$ cat config.mk
export PLATFORM = sky130hd
export DESIGN_NAME = obrs_ram
export DESIGN_NICKNAME = d
export VERILOG_FILES = /design/src/sv/obrs_ram.sv
export SDC_FILE = /design/constraint.sdc
export NUM_CORES = 2
export LEC_CHECK = 0
export BUFFER_PORTS_ARGS = -buffer_cell sky130_fd_sc_hd__buf_4
export CORE_MARGIN = 10
export CORE_UTILIZATION = 30
export CTS_CLUSTER_DIAMETER = 80
export DETAILED_ROUTE_END_ITERATION = 8
export HOLD_SLACK_MARGIN = 0.03
export PLACE_DENSITY = 0.47
export SYNTH_ARGS = -nofsm -noshare
export SYNTH_HDL_FRONTEND = slang
export SYNTH_SLANG_ARGS = --single-unit
$ cat constraint.sdc
create_clock -name clk -period 14.4 [get_ports clk]
set_clock_uncertainty 0.2 [all_clocks]
set_input_delay 0 -clock clk [delete_from_list [all_inputs] [get_ports clk]]
set_output_delay 0 -clock clk [all_outputs]
set_load 0.1 [all_outputs]
$ cat src/sv/obrs_ram.sv
// Generic single-port-write, single-port-read RAM with a registered read.
// Holds the bitmap words; depends on nothing.
module obrs_ram #(
  parameter int WIDTH = 64,
  parameter int DEPTH = 64,
  localparam int AW = (DEPTH > 1) ? $clog2(DEPTH) : 1
) (
  input  logic             clk,
  input  logic             we,
  input  logic [AW-1:0]    waddr,
  input  logic [WIDTH-1:0] wdata,
  input  logic             re,
  input  logic [AW-1:0]    raddr,
  output logic [WIDTH-1:0] rdata
);

  logic [WIDTH-1:0] mem [DEPTH];

  always_ff @(posedge clk) begin
    if (we) begin
      mem[waddr] <= wdata;
    end
    if (re) begin
      rdata <= mem[raddr];
    end
  end

endmodule

---- After elaboration in Yosys (flattened, before gate mapping) ----
Memory sizes are Yosys's and may differ from the RTL's. A register that Yosys moved wholly into a read port is not among the register bits.
Cells that the tools add are included.
cells by class
  $add $sub $neg .......................... 0
  multipliers ............................. 0
  div/mod/pow operators ................... 0
  order comparisons ....................... 0
  eq/ne operators ......................... 0
  shift-type cells ........................ 0
  muxes and demuxes ....................... 2
  bitwise operators ....................... 0
  reduce and logical (&&, ||, !) cells .... 0
operators with widths
  kind               number
  two-way mux 1 bit  2
word-level totals
  register bits ........................... 0
  bits in latches ......................... 0
  bits in writable memories ............... 4096
  bits in read-only memories .............. 0
  input port bits ......................... 79
  output and inout bits ................... 64
  word-level logic and storage cells ...... 3
  memories ................................ 1
memory list
  name  words  width  rd ports  clocked after Yosys merged registers in  wr ports  line  source
  mem   64     64     1         1                                        1         17    logic [WIDTH-1:0] mem [DEPTH];

---- Logic depth before layout (Yosys ltp) ----
  word-level depth ........................ 2
  gate-level depth with buffers ........... 9
  mapped depth without buffers ............ 5

---- Least setup slack after synthesis ----
No wires, ideal clock.
  path kind ............................... input-to-reg
  start ................................... input waddr[3]
  end ..................................... memory mem[48][0] (enable)
  library setup time ...................... 0.564 ns
  data arrival time ....................... 4.872 ns
  data required time ...................... 13.636 ns
  setup slack ............................. 8.764 ns
  stages on the path ...................... 4
  buffers on the path ..................... 1
  cell sequence ........................... clkbuf_1 nor2b_1 nand4b_1 nor3_1
RTL lines
  what             line  source
  start, declared  10    input logic [AW-1:0] waddr,
  end, declared    17
Straight into the memory's write port.

==> results.txt <==
fraction of layout cells with a size suffix above 1 = 28.1%
Remaining Overflow, GRT = 0
FF+latch count, synth = 4160
worst-skew pair later-pin latency = 1.02 ns
DRT antenna net count = 0
Arrival @ worst endpoint = 5.79 ns
PostCTS Resize Cnt = 0
power density cells = 140 nW/um2
final setup margin = 9.14 ns
sequential power share = 52.5%
final worst-path cycle share = 36.5%
syn_nets = 6677
die area = 553000 um2
synthesized cell area = 157000 um2
Crit Path Max Fanout = 71
via density per instance = 5.21
Worst Path Required = 14.93 ns
Comb power frac = 5.3%
DRT Pass-1 Iters = 7
CP max-delay cell = buf_4
crit-path cells = dlygate4sd3_1, buf_8, buf_4, buf_4, buf_4, mux4_2, o221ai_1, o22ai_1, dlygate4sd3_1, and3_1, dlygate4sd3_1
number of flops mapped to enable cells by yosys = 4160
initial antenna violation count = 46
Post-layout nets = 7308
largest net degree at the start of global routing = 115
drt total wl = 493000 um
Critical Path Start Type = primary input
CTS tree = built
Async S/R FF share, synth = 0%
DRC violations left = 0
Fin Setup TNS = 0 ns
CP Capture Type = flip-flop
first-pass GRT wire length = 671000 um
Worst Max-Slew Pin Slew = 1.23 ns
postcts setup bufs = 0
total power = 25.7 mW
routed vias = 75700
GPL Wtd Cong = 0.735
core outline area = 521000 um2
endpoints failing setup = 0
gr usage total = 17.4%
Clk pwr share = 42.1%
1st-iter DRT viols = 8714
multi-input logic area = 30800 um2
IO Port Bufs = 142
worst hold slack = 0.0765 ns
# rows = 265
pre-CTS setup slack = 9.19 ns
utilization after layout = 35.2%
Lkg Pwr = 56.4 nW
Longest Clk Path Bufs = 4
outcome = complete, no violations
WL/cell = 34.0 um
TritonCTS buffer count = 438
sequential fraction of the synthesis area = 79.6%
Reg clk slew, reported paths = 0.06 ns
crit path kind = primary input to flip-flop
post-synth cell types = 32
dpl hpwl = 258000 um
clock sink count = 4160
# hold bufs at CTS = 204
Max IR drop VDD = 0.107 mV
I/O Pins = 143
Max-cap violations = 0
syn avg cell area = 23.8 um2
register area = 125000 um2
RSZ-0062 raised after global routing = false
Pint = 20.0 mW
Max Transition Viols Final = 0
synth warn = 0
area grow syn2layout = 17.0%
FILL cells = 48000
Die W = 743 um
fmax = 190 MHz
Final Hold Fails = 0
Switching Share = 22.1%
ys flop type = edfxtp_1
Gate Count Post-Synth = 6598
critical path's largest stage delay = 0.75 ns
HP Class = primary input to flip-flop
Starting Density = 30.1%
root buffer cell = clkbuf_16
Tmin final = 5.26 ns
DIE HEIGHT = 743 um
NetSw = 5.68 mW
vias in the first global route = 78300
relative slew slack = 17.8%
H-tree Lvls = 5
==> sequential cells by signal, summed over array words and instances (netlist names) <==
signal and flops:
mem 4096, rdata 64
==> final timing paths <==
kind / cells after the start / slack, ns / from / to
min reg2reg: 4 / 0.71 / mem[47][30]$_DFFE_PP_ / rdata[30]$_DFFE_PP_
min: 2 / 0.08 / wdata[32] / mem[56][32]$_DFFE_PP_
max: 11 / 9.14 / raddr[1] / rdata[14]$_DFFE_PP_
max reg2reg: 7 / 10.96 / mem[23][14]$_DFFE_PP_ / rdata[14]$_DFFE_PP_
==> placed cells by master, fill, tap and decap left out, types with 9 or more instances in the layout <==
cell type,n
nand3_1,45
a41oi_1,26
a22o_1,88
clkbuf_16,444
a31oi_1,18
a22oi_1,168
clkinv_2,78
and3_1,64
or3_1,29
nor2_1,47
clkinvlp_4,9
or2_2,28
edfxtp_1,4160
mux4_2,1024
a211oi_1,60
nor2_4,65
clkbuf_1,120
inv_6,9
mux2i_1,135
nor2b_1,24
dlygate4sd3_1,146
buf_12,48
clkinv_1,90
buf_4,341
bufinv_16,23
inv_1,19
nand2b_1,9
o221ai_1,38
a2bb2oi_1,19
clkinv_16,10
o22ai_1,83
nand2_1,54
buf_16,23
==> through the flow <==
step / std cells / area (um2)
3_5_place_dp: 13500 / 167000
3_3_place_gp: 13500 / 167000
6_report: 14500 / 184000
2_1_floorplan: 6598 / 157000
5_1_grt: 14500 / 184000
4_1_cts: 14500 / 184000
==> synth_stat cells (all sizes together), types with 19 or more instances <==
master,count,area (um2)
nor2b,28,175
inv,19,71.3
a22oi,168,1260
edfxtp,4160,125000
a211oi,63,473
buf,230,1250
or3,29,181
a22o,88,771
o22ai,83,519
a41oi,26,228
mux4,1024,23100
nand3,45,225
nand2,58,218
mux2i,135,1350
and3,64,400
a2bb2oi,19,166
o221ai,38,333
clkbuf,140,526
nor2,112,420
or2,28,175
==> routing by layer <==
metal / track usage (%) / part of all wire (%)
met5: 0 / 0.0045
met4: 4.08 / 2.5
met3: 2.63 / 6.3
met2: 29.7 / 50
met1: 23.5 / 41
==> worst max-delay path: cells and delay by family <==
| kind | cells | cell delay, ns |
|---|---|---|
| buffers and inverters | 7 | 4.34 |
| muxes | 1 | 0.60 |
| AOI/OAI and AO/OA | 2 | 0.46 |
| and+or+nand+nor | 1 | 0.14 |
==> cells by family after synthesis <==
group,after synthesis,share of synthesized area (%)
AO/OA/AOI/OAI,504,2.47
buffers and inverters,389,1.18
multiplexers,1159,15.6
flip-flops,4160,79.6
AND/OR/NAND/NOR,386,1.23
==> power by group through the flow <==
stage | clock network [mW] | registers [mW] | logic [mW]
detailed placement | 0 | 13.7 | 1.30
global placement | 0 | 13.7 | 1.29
CTS | 11.1 | 13.5 | 1.40
floorplan | 0 | 13.8 | 0.625
global route | 11.5 | 13.5 | 1.46
finish | 10.8 | 13.5 | 1.37
==> layout make-up <==
class | instances | area share (%)
antenna | 8 | 0.0109
multi-input combinational | 2049 | 16.8
inverter | 19 | 0.0388
clock buffer | 564 | 6.29
tap | 6942 | 4.73
sequential | 4160 | 68.0
timing repair buffer | 561 | 3.08
clock inverter | 228 | 1.09
(Power assumes the default switching activity.)
