===== config.mk =====
export PLATFORM = sky130hd
export DESIGN_NAME = obrs_word_eval
export DESIGN_NICKNAME = d
export VERILOG_FILES = /design/src/sv/obrs_pkg.sv /design/src/sv/obrs_word_eval.sv
export SDC_FILE = /design/constraint.sdc
export NUM_CORES = 1
export LEC_CHECK = 0
export BUFFER_PORTS_ARGS = -buffer_cell sky130_fd_sc_hd__buf_2
export CAP_MARGIN = 10
export CORE_ASPECT_RATIO = 1.25
export CORE_MARGIN = 2
export CORE_UTILIZATION = 50
export DETAILED_ROUTE_END_ITERATION = 10
export PLACE_DENSITY = 0.79
export SYNTH_ARGS = -nofsm -noshare
export SYNTH_HDL_FRONTEND = slang
export SYNTH_SLANG_ARGS = --single-unit

===== constraint.sdc =====
create_clock -name vclk -period 8.3
set_input_delay 0.415 -clock vclk [all_inputs]
set_output_delay 0.415 -clock vclk [all_outputs]
set_load 0.01 [all_outputs]

===== src/sv/obrs_pkg.sv =====
// Shared constants, types and helper functions for the occupancy bitmap rank
// and search unit. Used by every module except obrs_ram; depends on nothing.
package obrs_pkg;

  localparam int BLOCK_ROWS = 4096;
  localparam int WORD_COUNT = 64;
  localparam int WORD_W     = 64;
  localparam int BIT_W      = 6;
  localparam int MODE_W     = 3;
  localparam int OFFSET_W   = 12;
  localparam int RANK_W     = 12;
  localparam int COUNT_W    = 13;
  localparam int POP_W      = 7;

  localparam int ROW_LIMIT  = (BLOCK_ROWS < WORD_COUNT * WORD_W) ? BLOCK_ROWS
                                                                : WORD_COUNT * WORD_W;
  localparam int WORDS_USED = (ROW_LIMIT + WORD_W - 1) / WORD_W;
  localparam int ADDR_W     = (WORD_COUNT > 1) ? $clog2(WORD_COUNT) : 1;
  localparam int LIM_W      = $clog2(ROW_LIMIT + 1);
  localparam int ROW_W      = (LIM_W > OFFSET_W) ? LIM_W : OFFSET_W;
  localparam int WIX_W      = (ADDR_W > ROW_W - BIT_W) ? ADDR_W : ROW_W - BIT_W;

  localparam logic [WIX_W-1:0]  LIM_WORD  = WIX_W'(ROW_LIMIT / WORD_W);
  localparam logic [BIT_W-1:0]  LIM_BIT   = BIT_W'(ROW_LIMIT % WORD_W);
  localparam logic [ADDR_W-1:0] LAST_WORD = ADDR_W'(WORDS_USED - 1);

  typedef enum logic [MODE_W-1:0] {
    MODE_SET        = 3'd0,
    MODE_CLEAR      = 3'd1,
    MODE_RANK       = 3'd2,
    MODE_NEXT_OCC   = 3'd3,
    MODE_PREV_OCC   = 3'd4,
    MODE_NEXT_EMPTY = 3'd5,
    MODE_PREV_EMPTY = 3'd6
  } mode_t;

  typedef enum logic [1:0] {
    ST_IDLE,
    ST_SCAN,
    ST_FINISH
  } state_t;

  typedef struct packed {
    logic [WIX_W-1:0] start_word;
    logic [BIT_W-1:0] start_bit;
    logic [WIX_W-1:0] end_word;
    logic [BIT_W-1:0] end_bit;
    logic [WIX_W-1:0] off_word;
    logic [BIT_W-1:0] off_bit;
    logic             in_block;
    logic             want;
    logic             down;
  } scan_ctl_t;

  typedef struct packed {
    logic [POP_W-1:0] rank_add;
    logic             hit;
    logic [BIT_W-1:0] hit_bit;
    logic             was;
  } word_res_t;

  function automatic logic [WORD_W-1:0] low_mask(input logic [BIT_W-1:0] n);
    return (WORD_W'(1) << n) - WORD_W'(1);
  endfunction

  function automatic logic [WORD_W-1:0] one_hot(input logic [BIT_W-1:0] n);
    return WORD_W'(1) << n;
  endfunction

endpackage


===== src/sv/obrs_word_eval.sv =====
// Per-word evaluation unit: masked population count, first and last match
// search and bit pick-out for one bitmap word. Depends on obrs_pkg.
module obrs_word_eval (
  input  logic [obrs_pkg::ADDR_W-1:0] word_idx,
  input  logic [obrs_pkg::WORD_W-1:0] word,
  input  obrs_pkg::scan_ctl_t         ctl,
  output obrs_pkg::word_res_t         res
);

  logic [obrs_pkg::WIX_W-1:0]  idx;
  logic [obrs_pkg::WORD_W-1:0] rank_mask;
  logic [obrs_pkg::WORD_W-1:0] lim_mask;
  logic [obrs_pkg::WORD_W-1:0] rng_mask;
  logic [obrs_pkg::WORD_W-1:0] cand;
  logic [obrs_pkg::WORD_W-1:0] ranked;
  logic [obrs_pkg::BIT_W-1:0]  lo_bit;
  logic [obrs_pkg::BIT_W-1:0]  hi_bit;
  logic [obrs_pkg::POP_W-1:0]  pop;

  assign idx = obrs_pkg::WIX_W'(word_idx);

  always_comb begin
    if (idx < ctl.end_word) begin
      rank_mask = '1;
    end else if (idx == ctl.end_word) begin
      rank_mask = obrs_pkg::low_mask(ctl.end_bit);
    end else begin
      rank_mask = '0;
    end

    if (idx < obrs_pkg::LIM_WORD) begin
      lim_mask = '1;
    end else if (idx == obrs_pkg::LIM_WORD) begin
      lim_mask = obrs_pkg::low_mask(obrs_pkg::LIM_BIT);
    end else begin
      lim_mask = '0;
    end

    if (ctl.down) begin
      if (idx < ctl.start_word) begin
        rng_mask = '1;
      end else if (idx == ctl.start_word) begin
        rng_mask = obrs_pkg::low_mask(ctl.start_bit) | obrs_pkg::one_hot(ctl.start_bit);
      end else begin
        rng_mask = '0;
      end
    end else begin
      if (idx > ctl.start_word) begin
        rng_mask = '1;
      end else if (idx == ctl.start_word) begin
        rng_mask = ~obrs_pkg::low_mask(ctl.start_bit);
      end else begin
        rng_mask = '0;
      end
    end

    cand   = (ctl.want ? word : ~word) & lim_mask & rng_mask;
    ranked = word & rank_mask;

    pop = '0;
    for (int i = 0; i < obrs_pkg::WORD_W; i++) begin
      pop = pop + obrs_pkg::POP_W'(ranked[i]);
    end

    hi_bit = '0;
    for (int i = 0; i < obrs_pkg::WORD_W; i++) begin
      if (cand[i]) begin
        hi_bit = obrs_pkg::BIT_W'(i);
      end
    end

    lo_bit = '0;
    for (int i = obrs_pkg::WORD_W - 1; i >= 0; i--) begin
      if (cand[i]) begin
        lo_bit = obrs_pkg::BIT_W'(i);
      end
    end

    res.rank_add = pop;
    res.hit      = |cand;
    res.hit_bit  = ctl.down ? hi_bit : lo_bit;
    res.was      = ctl.in_block && (idx == ctl.off_word) && word[ctl.off_bit];
  end

endmodule


; ---- Yosys cells after proc, flatten, opt, wreduce, memory -nomap -nowiden
; Cells that the tools add are included.
[word_totals]
ff_bits = 0
latch_bits = 0
ram_bits = 0
mem_bits_ro = 0
input_bits = 112
wordCells = 223
mem_count = 0
[classes]
n_addsub = 65
n_mul = 0
div = 0
n_lt_le_gt_ge = 5
eq_ne = 3
shifts = 2
muxes = 139
bitwise_logic = 6
n_reduce_logical = 3
[op_table]
columns = operator, count
row1 = 2-to-1 mux 6 bit, 127
row2 = 2-to-1 mux 64 bit, 9
row3 = adder 7 x 1 -> 7 bit, 57
row4 = AND 64 bit, 3
row5 = inverter 64 bit, 2
row6 = left shift 1 x 6 -> 64 bit (first input constant), 2
row7 = subtractor 64 x 2 -> 64 bit (second input constant), 2
row8 = OR 64 bit, 1
row9 = OR reduction 64 bit, 1
row10 = equality test 6 x 7 -> 1 bit, 3
row11 = < comparator 6 x 7 -> 1 bit, 2
row12 = < comparator 6 x 7 -> 1 bit (second input constant), 2
row13 = adder 6 x 1 -> 7 bit, 1
row14 = greater-than comparator 6 x 7 -> 1 bit, 1
row15 = adder 5 x 1 -> 6 bit, 1
row16 = binary-select mux 1 bit (select 6 bit), 1
row17 = adder 4 x 1 -> 5 bit, 1
row18 = adder 3 x 1 -> 4 bit, 1
row19 = adder 2 x 1 -> 3 bit, 1
row20 = adder 1 x 1 -> 2 bit, 1
row21 = logical AND 1 bit, 2
row22 = 2-to-1 mux 1 bit, 2

; ---- Longest topological paths before layout
[depth]
ltp_word = 72
depth_mapped = 31

; ---- Worst setup path after synthesis
; No wires, ideal clock.
[synth_timing]
kind = in2out
startpoint = in ctl[26] (netlist bit)
endpoint = out res[14] (netlist bit)
arrival_time_ps = 7101
t_required_ps = 7885
setup_slack_ps = 784
cell_stages = 29
path_buffers = 1
cell_sequence = inv_1 > ha_1 > a21o_1 > a21oi_1 > nor2_1 > nor2_1 > clkbuf_1 > o21ai_0 > fa_1 > fa_1 > inv_1 > fa_1 > inv_1 > fa_1 > inv_1 > fa_1 > inv_1 > fa_1 > fa_1 > inv_1 > fa_1 > ha_1 > inv_1 > fa_1 > inv_1 > a21o_1 > a21oi_1 > o21bai_1 > a21o_1
[synth_lines]
columns = item, line_no
row1 = start: declaration, obrs_word_eval.sv:6  ; input obrs_pkg::scan_ctl_t ctl,
row2 = end: declaration, obrs_word_eval.sv:7  ; output obrs_pkg::word_res_t res

==> metrics.md <==
| Metric | Value |
|---|---|
| Max-cap violation count | `0` |
| Largest family of logic cells by synthesized area | `compound AO/OA/AOI/OAI gates` |
| Synth Instances | `between 1000 and 1500` |
| Tmin final | `approximately 8.0 ns` |
| Sequential area share after synthesis | `0` |
| CP max-delay cell | `fa_1` |
| Area Growth Syn to Fin | `8.773%` |
| Final HPWL DP | `between 30 and 40 mm` |
| First-pass DRT Iterations | `8` |
| Synthesized Nets | `between 1500 and 2000` |
| Placer Congestion | `between 1 and 1.5` |
| Fin Setup TNS | `0 ns` |
| Fill count | `2084` |
| Final hold vios | `0` |
| Post-Syn Area | `a little over 10000 µm²` |
| Standard-cell rows | `between 50 and 60` |
| Vias in the first global route | `roughly 12000` |
| Synth top area share | `0.1132` |
| Register area | `0 µm²` |
| Endpoints failing setup | `0` |
| Synth warn | `0` |
| Most numerous cell in the Yosys netlist | `nor2_1` |
| Synth cell count leaders | `nor2_1, nand2_1, a21oi_1, o21ai_0, inv_1` |
| HP Class | `input pin to output port` |
| Crit-path most repeated cell | `fa_1` |
| # IOs | `127` |
| CP arrival | `about 7.6 ns` |
| Maximum vdd drop | `about 2.5 mV` |
| Crit-path max FO | `10` |
| Global-route wire length before repair | `slightly above 70 mm` |
| Final Non-Filler Cells | `approximately 1800` |
| Leakage power | `around 4.7 nW` |
| Post-route ant nets | `0` |
| Synth top area cells | `ha_1, fa_1, a21oi_1` |
| Drt drc | `0` |
| Post-synthesis mux area share | `0.04970` |
| Vias | `roughly 12000` |
| WL/cell | `approximately 27 µm` |
| WHS | `roughly 1.3 ns` |
| Area leader, netlist | `ha_1` |
| Port Buffers | `between 100 and 150` |
| Core Area | `~20000 µm²` |
| Slew of the pin with the lowest slew margin | `about 1.3 ns` |
| Slew Limit Fails | `0` |
| Post-synthesis adder-cell area fraction | `0.2195` |
| Fmax | `125.6 MHz` |
| Overflow after GRT | `0` |
| Die width | `~130 µm` |
| Placed Cells | `1793` |
| CP max stage delay | `0.54 ns` |
| Compound-gate portion of the synthesized area | `0.3422` |
| Fin crit share | `0.9595` |
| Avg Synthesized Cell Area | `7.038 µm²` |
| Initial antenna violation count | `3` |
| Simple-gate portion of the synthesized area | `0.2307` |
| Clkbuf count | `0` |
| FF+latch count | `0` |
| Layout cell share with drive strength beyond 1 | `0.1659` |
| Via density | `about 7` |
| Hold path depth | `5` |
| Footprint of the multi-input gates | `~9300 µm²` |
| Critical Path RT | `7.89 ns` |
| Startpoint types | `input pin` |
| RSZ-0062 raised after global routing | `false` |
| Largest net degree at the start of global routing | `between 60 and 70` |
| Xor/xnor share of the synthesized area | `0.07234` |
| Worst setup EP type | `output port` |
| Die H | `between 150 and 200 µm` |
| Initial DRC Count | `about 1400` |
| Total wire length | `~50 mm` |
| Initial Utilization | `0.5077` |
| Pwr Density | `about 430 nW/µm²` |
| Die area | `about 22000 µm²` |
| Status | `finished clean` |
| Gr usage total | `0.4460` |
| Nets@finish | `about 1800` |
| Slew Limit Headroom | `0.1065` |
| Critical path class | `input pin to output port` |
| Synth unique cells | `about 100` |
==> area by class of cell <==
cell class / count / share of cell area
multi-input cells: 1246 / 0.8433
well taps: 270 / 0.03054
repair buffers: 174 / 0.08981
inverters: 105 / 0.03563
diodes: 3 / 0.0006787
==> layer usage <==
layer | global-route usage | vias to the layer above | wire length [µm]
met1 | 0.4922 | 5831 | 16360
met2 | 0.7458 | 914 | 22050
met5 | 0 | - | 0
met3 | 0.07635 | 280 | 4790
li1 | - | 5435 | -
met4 | 0.3874 | 0 | 5557
==> final timing paths <==
kind | to | from
setup / recovery | res[14] | word_idx[1]
hold / removal | res[0] | ctl[15]
==> logic make-up (layout without fill, tap and decap cells) <==
kind of cell | after synthesis | count (layout)
XOR/XNOR | 84 | 84
AND/OR/NAND/NOR | 491 | 492
adder cells (fa/ha/maj) | 146 | 146
buffers and inverters | 200 | 279
multiplexers | 24 | 24
AO/OA/AOI/OAI | 500 | 500
other | 0 | 3
==> critical path, delay by kind of cell <==
kind            cells  cell delay [ns]
fa+ha+maj          11             4.88
simple gates        2             0.33
buf+inv            10             0.67
compound gates      7             1.25
==> power by group <==
part,switching [mW],internal (mW)
Combinational,2.58,2.16
Clock,0,0.0000000484
Sequential,0,0
Total,2.58,2.16
==> stage by stage <==
stage / worst slack (ns) / total power [mW] / instance area (µm²) / utilization
after floorplan: 0.7841 / 3.361 / 10170 / -
after global placement: 0.3814 / 4.561 / 11020 / 0.5504
after detailed placement: 0.2720 / 4.769 / 11020 / 0.5504
after CTS: 0.2595 / 4.786 / 11020 / 0.5504
after global routing: 0.008383 / 5.376 / 11060 / 0.5522
final: 0.3363 / 4.741 / 11060 / 0.5523
==> cells in the final DEF, fill, tap and decap left out, drive strengths merged, types with 28 or more instances in the layout <==
cell    instances
nor2          149
nand2         135
nand3          43
o211ai         36
inv           102
ha             92
xnor2          43
nor2b          28
nor3           40
o21ai         122
fa             54
a21oi         129
o21a           28
buf           174
xor2           41
==> what timing repair did <==
item	in CTS	in global routing
hold buffers	0	0
setup endpoints to repair	0	1
setup buffers	0	1
endpoints found under the hold margin	0	0
gates resized for setup	0	3
No activity file was read; power rests on OpenSTA's default activity.
